===== src/rtl/pipwa_pkg.sv =====
// ----------------------------------------------------------------------------
// pipwa_pkg: shared types and constants for the winding-angle polygon test
// Holds the coordinate and angle widths, the CORDIC arctangent table, the
// controller state type and the command/status bundles between the modules.
// ----------------------------------------------------------------------------
package pipwa_pkg;

  // Coordinate and angle widths
  localparam int COORD_W    = 32;
  localparam int DIFF_W     = COORD_W + 1;
  localparam int ANGLE_BITS = 16;
  localparam int PRESCALE   = 60 - COORD_W;
  localparam int CORDIC_W   = 64;
  localparam int ITER_W     = $clog2(ANGLE_BITS);
  localparam int ZW         = 32;
  localparam int SUM_W      = 32;
  localparam int DELTA_W    = ANGLE_BITS + 2;

  // Controller states
  typedef enum logic [2:0] {
    ST_IDLE,
    ST_PREP,
    ST_ITER,
    ST_ACCUM,
    ST_CLOSE,
    ST_EMIT
  } pipwa_state_t;

  // Commands from controller to datapath
  typedef struct packed {
    logic load;
    logic prep;
    logic iter;
    logic accum;
    logic close;
    logic emit;
  } pipwa_cmd_t;

  // Status from datapath to controller
  typedef struct packed {
    logic iter_done;
    logic last;
    logic out_busy;
  } pipwa_sts_t;

  // atan(2^-i) in units of 2^-32 turn
  function automatic logic [ZW-1:0] atan_lut(input logic [ITER_W-1:0] idx);
    logic [ZW-1:0] v;
    case (idx)
      4'd0:    v = 32'h20000000;
      4'd1:    v = 32'h12E4051E;
      4'd2:    v = 32'h09FB385B;
      4'd3:    v = 32'h051111D4;
      4'd4:    v = 32'h028B0D43;
      4'd5:    v = 32'h0145D7E1;
      4'd6:    v = 32'h00A2F61E;
      4'd7:    v = 32'h00517C55;
      4'd8:    v = 32'h0028BE53;
      4'd9:    v = 32'h00145F2F;
      4'd10:   v = 32'h000A2F98;
      4'd11:   v = 32'h000517CC;
      4'd12:   v = 32'h00028BE6;
      4'd13:   v = 32'h000145F3;
      4'd14:   v = 32'h0000A2F9;
      4'd15:   v = 32'h0000517D;
      default: v = 32'h00000000;
    endcase
    return v;
  endfunction

endpackage


===== src/rtl/pipwa_ctrl.sv =====
// ----------------------------------------------------------------------------
// pipwa_ctrl: sequencing controller
// Steps each vertex through capture, CORDIC setup, sixteen vectoring
// iterations and accumulation; closes the ring and emits on the last vertex.
// ----------------------------------------------------------------------------
module pipwa_ctrl (
  input  logic                  clk,
  input  logic                  rst_n,
  input  logic                  in_valid,
  input  pipwa_pkg::pipwa_sts_t sts,
  output pipwa_pkg::pipwa_cmd_t cmd,
  output logic                  in_stall
);

  pipwa_pkg::pipwa_state_t state_r;
  pipwa_pkg::pipwa_state_t state_nxt;

  // Hold the current state
  always_ff @(posedge clk) begin
    if (!rst_n) begin
      state_r <= pipwa_pkg::ST_IDLE;
    end else begin
      state_r <= state_nxt;
    end
  end

  // Advance through the per-vertex sequence
  always_comb begin
    state_nxt = state_r;
    case (state_r)
      pipwa_pkg::ST_IDLE: begin
        if (in_valid) state_nxt = pipwa_pkg::ST_PREP;
      end
      pipwa_pkg::ST_PREP: begin
        state_nxt = pipwa_pkg::ST_ITER;
      end
      pipwa_pkg::ST_ITER: begin
        if (sts.iter_done) state_nxt = pipwa_pkg::ST_ACCUM;
      end
      pipwa_pkg::ST_ACCUM: begin
        state_nxt = sts.last ? pipwa_pkg::ST_CLOSE : pipwa_pkg::ST_IDLE;
      end
      pipwa_pkg::ST_CLOSE: begin
        state_nxt = pipwa_pkg::ST_EMIT;
      end
      pipwa_pkg::ST_EMIT: begin
        if (!sts.out_busy) state_nxt = pipwa_pkg::ST_IDLE;
      end
      default: begin
        state_nxt = pipwa_pkg::ST_IDLE;
      end
    endcase
  end

  // Drive datapath commands
  always_comb begin
    cmd      = '0;
    in_stall = 1'b1;
    case (state_r)
      pipwa_pkg::ST_IDLE: begin
        in_stall = 1'b0;
        cmd.load = in_valid;
      end
      pipwa_pkg::ST_PREP:  cmd.prep  = 1'b1;
      pipwa_pkg::ST_ITER:  cmd.iter  = 1'b1;
      pipwa_pkg::ST_ACCUM: cmd.accum = 1'b1;
      pipwa_pkg::ST_CLOSE: cmd.close = 1'b1;
      pipwa_pkg::ST_EMIT:  cmd.emit  = !sts.out_busy;
      default: begin
        cmd      = '0;
        in_stall = 1'b1;
      end
    endcase
  end

endmodule


===== src/rtl/pipwa_dp.sv =====
// ----------------------------------------------------------------------------
// pipwa_dp: bearing and turn-sum datapath
// Computes the point-to-vertex bearing with an iterative CORDIC vectoring
// unit, accumulates wrapped bearing differences and holds the result register.
// ----------------------------------------------------------------------------
module pipwa_dp (
  input  logic                                clk,
  input  logic                                rst_n,
  input  pipwa_pkg::pipwa_cmd_t               cmd,
  output pipwa_pkg::pipwa_sts_t               sts,
  input  logic signed [pipwa_pkg::COORD_W-1:0] in_point_x,
  input  logic signed [pipwa_pkg::COORD_W-1:0] in_point_y,
  input  logic signed [pipwa_pkg::COORD_W-1:0] in_vertex_x,
  input  logic signed [pipwa_pkg::COORD_W-1:0] in_vertex_y,
  input  logic                                in_last_vertex,
  output logic                                out_valid,
  input  logic                                out_stall,
  output logic                                out_inside_res
);

  localparam int CW = pipwa_pkg::CORDIC_W;
  localparam int DW = pipwa_pkg::DIFF_W;
  localparam int AB = pipwa_pkg::ANGLE_BITS;
  localparam int EXT_W = CW - DW - pipwa_pkg::PRESCALE;
  localparam int SIGN_W = pipwa_pkg::SUM_W - pipwa_pkg::DELTA_W;

  logic signed [DW-1:0]              dx_r, dy_r;
  logic                              last_r;
  logic signed [CW-1:0]              x_r, y_r;
  logic [pipwa_pkg::ZW-1:0]          z_r;
  logic [pipwa_pkg::ITER_W-1:0]      i_r;
  logic [AB-1:0]                     first_r, prev_r;
  logic [pipwa_pkg::SUM_W-1:0]       sum_r;
  logic                              started_r;
  logic                              out_valid_r;
  logic                              out_inside_r;

  logic signed [CW-1:0]              x_pre, y_pre;
  logic signed [CW-1:0]              x_sh, y_sh;
  logic                              y_pos;
  logic [AB-1:0]                     bearing;
  logic [AB-1:0]                     diff_to;
  logic signed [pipwa_pkg::DELTA_W-1:0] delta;
  logic [pipwa_pkg::SUM_W-1:0]       sum_nxt;
  logic signed [pipwa_pkg::SUM_W-1:0] sum_s;
  logic                              is_inside;

  // Prescale the differences into the CORDIC word
  assign x_pre = {{EXT_W{dy_r[DW-1]}}, dy_r, {pipwa_pkg::PRESCALE{1'b0}}};
  assign y_pre = {{EXT_W{dx_r[DW-1]}}, dx_r, {pipwa_pkg::PRESCALE{1'b0}}};

  // Shift terms for the current iteration
  assign x_sh  = x_r >>> i_r;
  assign y_sh  = y_r >>> i_r;
  assign y_pos = !y_r[CW-1] && (y_r != '0);

  // Round the turn fraction, or take the vertical axis directly
  always_comb begin
    if (dx_r == '0) begin
      bearing = dy_r[DW-1] ? {1'b1, {(AB-1){1'b0}}} : '0;
    end else begin
      bearing = z_r[pipwa_pkg::ZW-1 -: AB] + {{(AB-1){1'b0}}, z_r[pipwa_pkg::ZW-AB-1]};
    end
  end

  // Wrap the bearing difference into one half turn either way
  assign diff_to = cmd.close ? first_r : bearing;
  always_comb begin
    delta = $signed({2'b00, diff_to}) - $signed({2'b00, prev_r});
    if (delta > $signed(pipwa_pkg::DELTA_W'(1 << (AB - 1)))) begin
      delta = delta - $signed(pipwa_pkg::DELTA_W'(1 << AB));
    end else if (delta < -$signed(pipwa_pkg::DELTA_W'(1 << (AB - 1)))) begin
      delta = delta + $signed(pipwa_pkg::DELTA_W'(1 << AB));
    end
  end
  assign sum_nxt = sum_r - {{SIGN_W{delta[pipwa_pkg::DELTA_W-1]}}, delta};

  // Decide inside when the turn magnitude reaches half a turn
  assign sum_s     = $signed(sum_r);
  assign is_inside = (sum_s >= $signed(pipwa_pkg::SUM_W'(1 << (AB - 1)))) ||
                     (sum_s <= -$signed(pipwa_pkg::SUM_W'(1 << (AB - 1))));

  // Capture the vertex and run the CORDIC unit
  always_ff @(posedge clk) begin
    if (cmd.load) begin
      dx_r   <= $signed({in_vertex_x[pipwa_pkg::COORD_W-1], in_vertex_x}) -
                $signed({in_point_x[pipwa_pkg::COORD_W-1], in_point_x});
      dy_r   <= $signed({in_vertex_y[pipwa_pkg::COORD_W-1], in_vertex_y}) -
                $signed({in_point_y[pipwa_pkg::COORD_W-1], in_point_y});
      last_r <= in_last_vertex;
    end
    if (cmd.prep) begin
      i_r <= '0;
      if (dy_r[DW-1]) begin
        x_r <= -x_pre;
        y_r <= -y_pre;
        z_r <= {1'b1, {(pipwa_pkg::ZW-1){1'b0}}};
      end else begin
        x_r <= x_pre;
        y_r <= y_pre;
        z_r <= '0;
      end
    end
    if (cmd.iter) begin
      i_r <= i_r + 1'b1;
      if (y_pos) begin
        x_r <= x_r + y_sh;
        y_r <= y_r - x_sh;
        z_r <= z_r + pipwa_pkg::atan_lut(i_r);
      end else begin
        x_r <= x_r - y_sh;
        y_r <= y_r + x_sh;
        z_r <= z_r - pipwa_pkg::atan_lut(i_r);
      end
    end
  end

  // Accumulate turns, close the ring and load the result register
  always_ff @(posedge clk) begin
    if (!rst_n) begin
      first_r      <= '0;
      prev_r       <= '0;
      sum_r        <= '0;
      started_r    <= 1'b0;
      out_valid_r  <= 1'b0;
    end else begin
      if (cmd.emit) begin
        out_valid_r <= 1'b1;
      end else if (out_valid_r && !out_stall) begin
        out_valid_r <= 1'b0;
      end
      if (cmd.accum) begin
        prev_r <= bearing;
        if (!started_r) begin
          first_r   <= bearing;
          sum_r     <= '0;
          started_r <= 1'b1;
        end else begin
          sum_r <= sum_nxt;
        end
      end
      if (cmd.close) begin
        sum_r  <= sum_nxt;
        prev_r <= first_r;
      end
      if (cmd.emit) begin
        out_inside_r <= is_inside;
        sum_r        <= '0;
        started_r    <= 1'b0;
      end
    end
  end

  // Report status
  assign sts.iter_done = (i_r == pipwa_pkg::ITER_W'(AB - 1));
  assign sts.last      = last_r;
  assign sts.out_busy  = out_valid_r && out_stall;

  assign out_valid      = out_valid_r;
  assign out_inside_res = out_inside_r;

endmodule


===== src/rtl/point_in_polygon_winding_angle.sv =====
// ----------------------------------------------------------------------------
// point_in_polygon_winding_angle: point-in-polygon test by winding angle
// Streams polygon vertices with the query point and reports whether the point
// lies inside from the summed turn of its bearings to the vertices.
// ----------------------------------------------------------------------------
//
//  channel  ports                                          direction
//  -------  ---------------------------------------------  ---------
//  in       in_valid, in_stall, in_point_x/y,              sink
//           in_vertex_x/y, in_last_vertex
//  out      out_valid, out_stall, out_inside_res           source
//
//  A vertex passes from acceptance to the next acceptance through capture,
//  CORDIC setup, 16 vectoring iterations of the shared shift-add unit, and
//  an accumulate step. A last vertex adds a ring close and a result step.
//  Reset is synchronous and active low; it clears the controller, the
//  polygon-started flag and the result valid flag.
//  A result held under out_stall does not block new vertices; only the next
//  result waits for the output register to drain.
//
module point_in_polygon_winding_angle (
  input  logic                                clk,
  input  logic                                rst_n,
  input  logic                                in_valid,
  output logic                                in_stall,
  input  logic signed [pipwa_pkg::COORD_W-1:0] in_point_x,
  input  logic signed [pipwa_pkg::COORD_W-1:0] in_point_y,
  input  logic signed [pipwa_pkg::COORD_W-1:0] in_vertex_x,
  input  logic signed [pipwa_pkg::COORD_W-1:0] in_vertex_y,
  input  logic                                in_last_vertex,
  output logic                                out_valid,
  input  logic                                out_stall,
  output logic                                out_inside_res
);

  pipwa_pkg::pipwa_cmd_t cmd;
  pipwa_pkg::pipwa_sts_t sts;

  // Sequence each transaction
  pipwa_ctrl u_ctrl (
    .clk      (clk),
    .rst_n    (rst_n),
    .in_valid (in_valid),
    .sts      (sts),
    .cmd      (cmd),
    .in_stall (in_stall)
  );

  // Compute bearings and the turn sum
  pipwa_dp u_dp (
    .clk            (clk),
    .rst_n          (rst_n),
    .cmd            (cmd),
    .sts            (sts),
    .in_point_x     (in_point_x),
    .in_point_y     (in_point_y),
    .in_vertex_x    (in_vertex_x),
    .in_vertex_y    (in_vertex_y),
    .in_last_vertex (in_last_vertex),
    .out_valid      (out_valid),
    .out_stall      (out_stall),
    .out_inside_res (out_inside_res)
  );

endmodule


===== config.mk =====
export PLATFORM = sky130hd
export DESIGN_NAME = point_in_polygon_winding_angle
export DESIGN_NICKNAME = d
export VERILOG_FILES = /design/src/rtl/pipwa_pkg.sv /design/src/rtl/pipwa_ctrl.sv /design/src/rtl/pipwa_dp.sv /design/src/rtl/point_in_polygon_winding_angle.sv
export SDC_FILE = /design/constraint.sdc
export NUM_CORES = 2
export LEC_CHECK = 0
export BUFFER_PORTS_ARGS = -buffer_cell sky130_fd_sc_hd__buf_2
export CAP_MARGIN = 10
export CELL_PAD_IN_SITES_DETAIL_PLACEMENT = 1
export CELL_PAD_IN_SITES_GLOBAL_PLACEMENT = 1
export CORE_UTILIZATION = 40
export DETAILED_ROUTE_END_ITERATION = 6
export PLACE_DENSITY = 0.71
export SYNTH_ARGS = -nofsm -noshare
export SYNTH_HDL_FRONTEND = slang
export SYNTH_HIERARCHICAL = 1
export SYNTH_SLANG_ARGS = --single-unit

===== constraint.sdc =====
create_clock -name clk -period 8.1 [get_ports clk]
set_clock_uncertainty 0.2 [all_clocks]
set_input_delay 0.81 -clock clk [delete_from_list [all_inputs] [get_ports clk]]
set_output_delay 0.81 -clock clk [all_outputs]
set_load 0.05 [all_outputs]

* Word-level counts from Yosys, hierarchy flattened
Memory sizes are Yosys's and may differ from the RTL's. A register that Yosys moved wholly into a read port is not among the register bits. Cells that the tools add are included.
Operators by class: add/sub/neg operators 16, order comparisons 4, equality and inequality tests 9, shift operators 2, muxes and demuxes 44, bitwise operators 2, reduce and logical (&&, ||, !) cells 17
Operators with widths (count):
- $mux W64 | 8
- $mux W32 | 11
- $add A64 B64 Y64 | 2
- $neg A61 Y64 | 2
- $sshr A64 B4 Y64 | 2
- $sub A64 B64 Y64 | 2
- $mux W16 | 5
- $sub A32 B32 Y33 | 2
- $reduce_bool A64 Y1 | 1
- $sub A32 B32 Y32 | 2
- $mux W18 | 2
- $logic_not A33 Y1 | 1
- $add A32 B32 Y32 | 1
- $ge A32 B17 Y1 const B | 1
- $le A32 B16 Y1 const B | 1
- $add A18 B18 Y18 const B | 1
- $gt A18 B17 Y1 const B | 1
- $lt A18 B16 Y1 const B | 1
- $pmux W3 S6 | 1
- $sub A18 B18 Y18 const B | 1
- $sub A16 B16 Y17 | 1
- $add A16 B1 Y16 | 1
- $mux W4 | 4
- $mux W3 | 4
- other kinds (16) | 36
Storage, ports and cells: flip-flop bits (word level) 301, memory bits (read-only) 960, input bits 133, output and inout port bits 3, logic and storage cells 110, memories kept 2
Memories:
- (name not given) | words 16, bits a word 30, rd ports 1, clocked after Yosys merged registers in 1, wr ports 0, line pipwa_pkg.sv:49 | case (idx)
- (name not given) | words 16, bits a word 30, rd ports 1, clocked after Yosys merged registers in 1, wr ports 0, line pipwa_pkg.sv:49

* Logic depth before layout (Yosys ltp)
depth after elaboration 11, depth in mapped cells 39, depth with buffers taken out 38

* By module
The synthesis kept the hierarchy.
By module, submodules not included:
- pipwa_dp | times used 1, cells an instance 4410, area each 37753.7 sq um, seq. area each 8888.5 sq um
- pipwa_ctrl | times used 1, cells an instance 24, area each 210.2 sq um, seq. area each 60.1 sq um

* Least setup slack after synthesis
Ideal clock, no wire load.
path kind reg-to-reg, start point register u_dp.dx_r[1], end point register u_dp/sum_r[31] (netlist name), library setup time 0.124 ns, data arrival time 8.265 ns, required time 7.776 ns, slack -0.490 ns, cell stages (with the launch flop) 37, path buffers 1, period minus slack after synthesis 8.590 ns, cells stage by stage edfxtp_1 > inv_1 > ha_1 > or3b_1 > or4_1 > nand2b_1 > or4_1 > nand2b_1 > or4_1 > nand2b_1 > nor2_1 > ha_1 > clkbuf_1 > nand2b_1 > o21ai_0 > ha_1 > nor2b_1 > o31a_1 > o31ai_1 > a211oi_1 > o41ai_1 > o21ai_0 > xor2_1 > nor4_1 > nor2_1 > inv_1 > ha_1 > a21o_1 > a21oi_1 > nand2_1 > a2bb2oi_1 > a211oi_1 > nor3_1 > o31ai_1 > nor4b_1 > a31oi_1 > nand3_1
On the way: word-level cells in the longest chain between the ends 11, elaborated cells between the ends (all ways) 14, those cells by class 4 x add/sub; 2 x order compare; 7 x mux; 1 x reduce/logical
Ends and longest elaborated chain:
- from (decl) | line pipwa_dp.sv:27 | logic signed [DW-1:0] dx_r, dy_r;
- from (signal assigned) | line pipwa_dp.sv:86 | dx_r <= $signed({in_vertex_x[pipwa_pkg::COORD_W-1], in_vertex_x}) -
- $logic_not A33 Y1 (*) | line pipwa_dp.sv:59 | if (dx_r == '0) begin
- $mux W16 (*) | line pipwa_dp.sv:59
- $mux W16 (*) | line pipwa_dp.sv:67 | assign diff_to = cmd.close ? first_r : bearing;
- via u_dp.diff_to[1] | line pipwa_dp.sv:42 | logic [AB-1:0] diff_to;
- $sub A16 B16 Y17 (*) | line pipwa_dp.sv:69 | delta = $signed({2'b00, diff_to}) - $signed({2'b00, prev_r});
- $add A18 B18 Y18 / $lt A18 B16 Y1 (equally long branches) | line pipwa_dp.sv:73, pipwa_dp.sv:72
- $mux W18 | line pipwa_dp.sv:72 | end else if (delta < -$signed(pipwa_pkg::DELTA_W'(1 << (AB - 1)))) begin
- $mux W18 (*) | line pipwa_dp.sv:70 | if (delta > $signed(pipwa_pkg::DELTA_W'(1 << (AB - 1)))) begin
- $sub A32 B32 Y32 (*) | line pipwa_dp.sv:76 | assign sum_nxt = sum_r - {{SIGN_W{delta[pipwa_pkg::DELTA_W-1]}}, delta};
- $mux W32 | line pipwa_dp.sv:134 | if (!started_r) begin
- $mux W32 | line pipwa_dp.sv:132 | if (cmd.accum) begin
- $mux W32 (*) | line pipwa_dp.sv:142 | if (cmd.close) begin
- to (signal assigned) | line pipwa_dp.sv:139 | sum_r <= sum_nxt;
- to (signal assigned) | line pipwa_dp.sv:143 | sum_r <= sum_nxt;
- to (decl) | line pipwa_dp.sv:33 | logic [pipwa_pkg::SUM_W-1:0] sum_r;
The timed path passes the listed nets; every way through them passes the cells marked *. The select of a mux whose other input is x is not followed. A chain may end at the register's enable or synchronous reset.

* Worst setup path in the final report
start point register u_dp.dx_r[0], end point register u_dp/sum_r[27] (netlist name)
Same word-level chain as after synthesis.

==> impl_metrics.csv <==
group,metric,value,unit
placed_design,dpl-instance-area,40800,um^2
placed_design,portBuffers,135,
global_routing,grt_start_max_net_pins,155,
critical_path,timing.rr.end,"u_dp/sum_r[27]$_SDFFE_PP0P_",
job,max_cap_violations,0,
power_and_ir_drop,leakage,18.1,nW
placed_design,globalplace.congestion,0.891,
global_routing,grt_pass1_wl,200,mm
placed_design,dp_hpwl,95.4,mm
placed_design,post-place-ws,-0.594,ns
global_routing,use_met3,2.13,%
min_path,min_path_cells,1,
sta,tightest_slew,1.11,ns
clock_network,cts_max_path_buffers,3,
critical_path,worstSetupPathDepth,38,
routing,antenna_left,0,
logic_synthesis,avgSynthCellArea,8.56,um^2
clock_network,cts.clk_slew.worst_paths,0.06,ns
sta,setup_viol,5,
logic_synthesis,synth_warnings,6,
clock_network,clockRootBuffer,"clkbuf_16",
floorplanning,core-area,93600,um^2
power_and_ir_drop,switching_share,48.8,%
power_and_ir_drop,power_density,383,nW/um^2
sta,timing.final.ws_setup,-0.193,ns
clock_network,cts_tree,"done",
min_path,worstHoldEndpoint,"u_dp/last_r$_DFFE_PP_",
critical_path,ff2ff_setup_slack,-0.19,ns
routing,drt_iter0_markers,2537,
logic_synthesis,ys_types,98,
logic_synthesis,synth-seq-cells,331,
outcome,outcome,"complete, but fails checks",
sta,fmax,121,MHz
sta,maxSlewHeadroom,26.3,%
routing,vias_per_cell,5.94,
power_and_ir_drop,seq_power_share,16.8,%
logic_synthesis,ys_seq_area_share,23.6,%
logic_synthesis,synth_edf_count,232,
sta,fin_crit,8.29,ns
logic_synthesis,synthFlopType,"edfxtp_1",
floorplanning,die-area,96100,um^2
critical_path,critPathBufInv,7,
finish,drive_gt1_share,17.6,%
sta,hold_viol,0,
power_and_ir_drop,internal_power,8.55,mW
global_routing,grt_util_met2,43.9,%
global_routing,grt_pass1_vias,35500,
critical_path,slowest_delay,0.44,ns
power_and_ir_drop,power_frac_comb,70.8,%
finish,num_antenna_cells,0,
critical_path,worstPathRequired,8.40,ns
critical_path,worst_r2r_path_depth,38,
logic_synthesis,synth_commonest_cells,"nand2_1 (421), nor2_1 (408), a21oi_1 (358)",
global_routing,gr-max-usage-layer,"met2",
finish,finish.utilization,46.6,%
critical_path,cp_max_fo,14,
finish,areaGrowthSynthToFinish,14.8,%
floorplanning,start_util,40.6,%
routing,drc,0,
routing,first_pass_iters,5,
power_and_ir_drop,clkPwrFrac,12.3,%
routing,wl_per_cell,21.2,um
finish,final_area,43600,um^2
floorplanning,rows,112,
critical_path,cp.arrival,8.60,ns
logic_synthesis,syn_area,38000,um^2
clock_network,htreeDepth,2,
logic_synthesis,syn-num-nets,4858,
clock_network,cts_hold_buf,0,
floorplanning,ioPinCount,136,
logic_synthesis,synth_top_area_cell,"edfxtp_1",
clock_network,cts_buffers,45,
critical_path,cp-end-kind,"register",
global_routing,grt_util_all_layers,25.8,%
critical_path,slowest_stage,"or4_4",
logic_synthesis,yosysTopAreaCellShare,18.4,%
critical_path,critPathKind,"reg2reg",
routing,vias,35600,
sta,slew_violations,0,
sta,fin_crit_sh,102,%
floorplanning,die_h,310,um
power_and_ir_drop,power.total,16.7,mW
global_routing,overflow,0,
global_routing,antenna_found_initial,1,
sta,fin_tns_setup,-0.716,ns
logic_synthesis,yosys-top-cells-area,"edfxtp_1 (18%), ha_1 (9.4%), mux4_2 (7.8%), xnor2_1 (6.7%), dfxtp_1 (5.2%)",
power_and_ir_drop,ir_worst_vdd,0.154,mV
outcome,violations,"setup timing",
min_path,hold_start,"in_last_vertex",
power_and_ir_drop,switchingPower,8.15,mW
finish,fin_nets,5118,
logic_synthesis,syn_inst,4434,
logic_synthesis,synth_most_common_cell,"nand2_1",
logic_synthesis,synthArstFlopShare,0,%
min_path,hold_path.class,"in2reg",
critical_path,r2r_start,"u_dp/dx_r[0]$_DFFE_PP_",
clock_network,clock_latency,0.62,ns
global_routing,grt_util_met1,35.0,%
critical_path,worst_setup_path_start_kind,"register",
critical_path,critPathTopFamily,"compound AO/OA/AOI/OAI gates",
routing,wirelength,127,mm
clock_network,cts_sinks,331,
floorplanning,fp.dieW,310,um
sta,rsz0062_at_grt,"yes",
[placed cells by master (no fill, tap or decap), types with 151 or more instances in the layout]
| cell | instances |
|---|---|
| o21ai_0 | 267 |
| nor2_1 | 400 |
| a21oi_1 | 346 |
| nand2_1 | 421 |
| ha_1 | 275 |
| xor2_1 | 151 |
| buf_4 | 262 |
| xnor2_1 | 289 |
| edfxtp_1 | 232 |
| inv_1 | 181 |
[sequential cells by signal, indices dropped and copies added (netlist names), 3 cells and up, named ones only]
name and count:
u_dp/sum_r 32, u_dp/z_r 32, u_dp/dx_r 33, u_dp/y_r 64, u_dp/i_r 4, u_dp/first_r 16
u_ctrl/state_r 3, u_dp/x_r 64, u_dp/prev_r 16, u_dp/dy_r 33
[logic make-up (layout without fill, tap and decap cells)]
family	Yosys count	after routing	synth area share, %
multiplexers	332	332	13.5
XOR/XNOR	446	446	10.3
flip-flops	331	331	23.6
AND/OR/NAND/NOR	1399	1399	17.6
AO/OA/AOI/OAI	1243	1243	20.8
buffers and inverters	392	688	4.52
adder cells (fa/ha/maj)	291	291	9.73
[power by group through the flow]
| stage | Clock [mW] | Sequential (mW) | Combinational [mW] |
|---|---|---|---|
| 2_1_floorplan | 0 | 2.63 | 8.42 |
| 3_3_place_gp | 0 | 2.81 | 11.0 |
| 3_5_place_dp | 0 | 2.83 | 11.2 |
| 4_1_cts | 2.12 | 2.80 | 11.6 |
| 5_1_grt | 2.16 | 2.85 | 13.0 |
| 6_report | 2.06 | 2.81 | 11.8 |
[metal layers]
| metal | up-vias | part of all wire, % |
|---|---|---|
| li1 | 17000 | - |
| met1 | 17600 | 45 |
| met2 | 793 | 48 |
| met3 | 180 | 4.0 |
| met4 | 0 | 2.6 |
| met5 | - | 0 |
[timing repair]
action,CTS,global route
pin swaps,34,44
buffers inserted,69,29
gates cloned,1,0
setup endpoints to repair,12,19
resized for setup,58,57
[worst max-delay path by stage]
stage | startpoint | to | slack, ns
2_1_floorplan | u_dp/dx_r[1]$_DFFE_PP_ | u_dp/sum_r[31]$_SDFFE_PP0P_ | 0.02
3_3_place_gp | u_dp/dx_r[0]$_DFFE_PP_ | u_dp/sum_r[30]$_SDFFE_PP0P_ | -0.36
3_5_place_dp | u_dp/dx_r[0]$_DFFE_PP_ | u_dp/sum_r[30]$_SDFFE_PP0P_ | -0.59
4_1_cts | u_dp/dx_r[0]$_DFFE_PP_ | u_dp/sum_r[31]$_SDFFE_PP0P_ | -0.08
5_1_grt | u_dp/dx_r[0]$_DFFE_PP_ | u_dp/sum_r[31]$_SDFFE_PP0P_ | -0.52
6_report | u_dp/dx_r[0]$_DFFE_PP_ | u_dp/sum_r[27]$_SDFFE_PP0P_ | -0.19
[metrics by stage]
step	std cells	hold WS [ns]
floorplan	4434	0.240
global placement	5814	0.253
detailed placement	5814	0.260
CTS	5966	0.126
global route	5984	0.147
finish	5984	0.167
[layout make-up]
| cell class | instances | area (um^2) |
|---|---|---|
| clock inverter | 16 | 163 |
| tap | 1254 | 1570 |
| sequential | 331 | 8950 |
| multi-input combinational | 3711 | 27900 |
| inverter | 189 | 719 |
| timing repair buffer | 416 | 2950 |
| clock buffer | 67 | 1350 |
| fill | 11200 | 50000 |
[worst reg2reg max path, delay by kind of cell (launching register included)]
family | cells | cell delay, ns
AOI/OAI and AO/OA | 15 | 2.85
and+or+nand+nor | 10 | 2.42
adders and majority gates | 4 | 1.01
buffers and inverters | 7 | 0.95
DFF | 1 | 0.40
xor gates and xnor gates | 2 | 0.35
(Power assumes the default switching activity.)
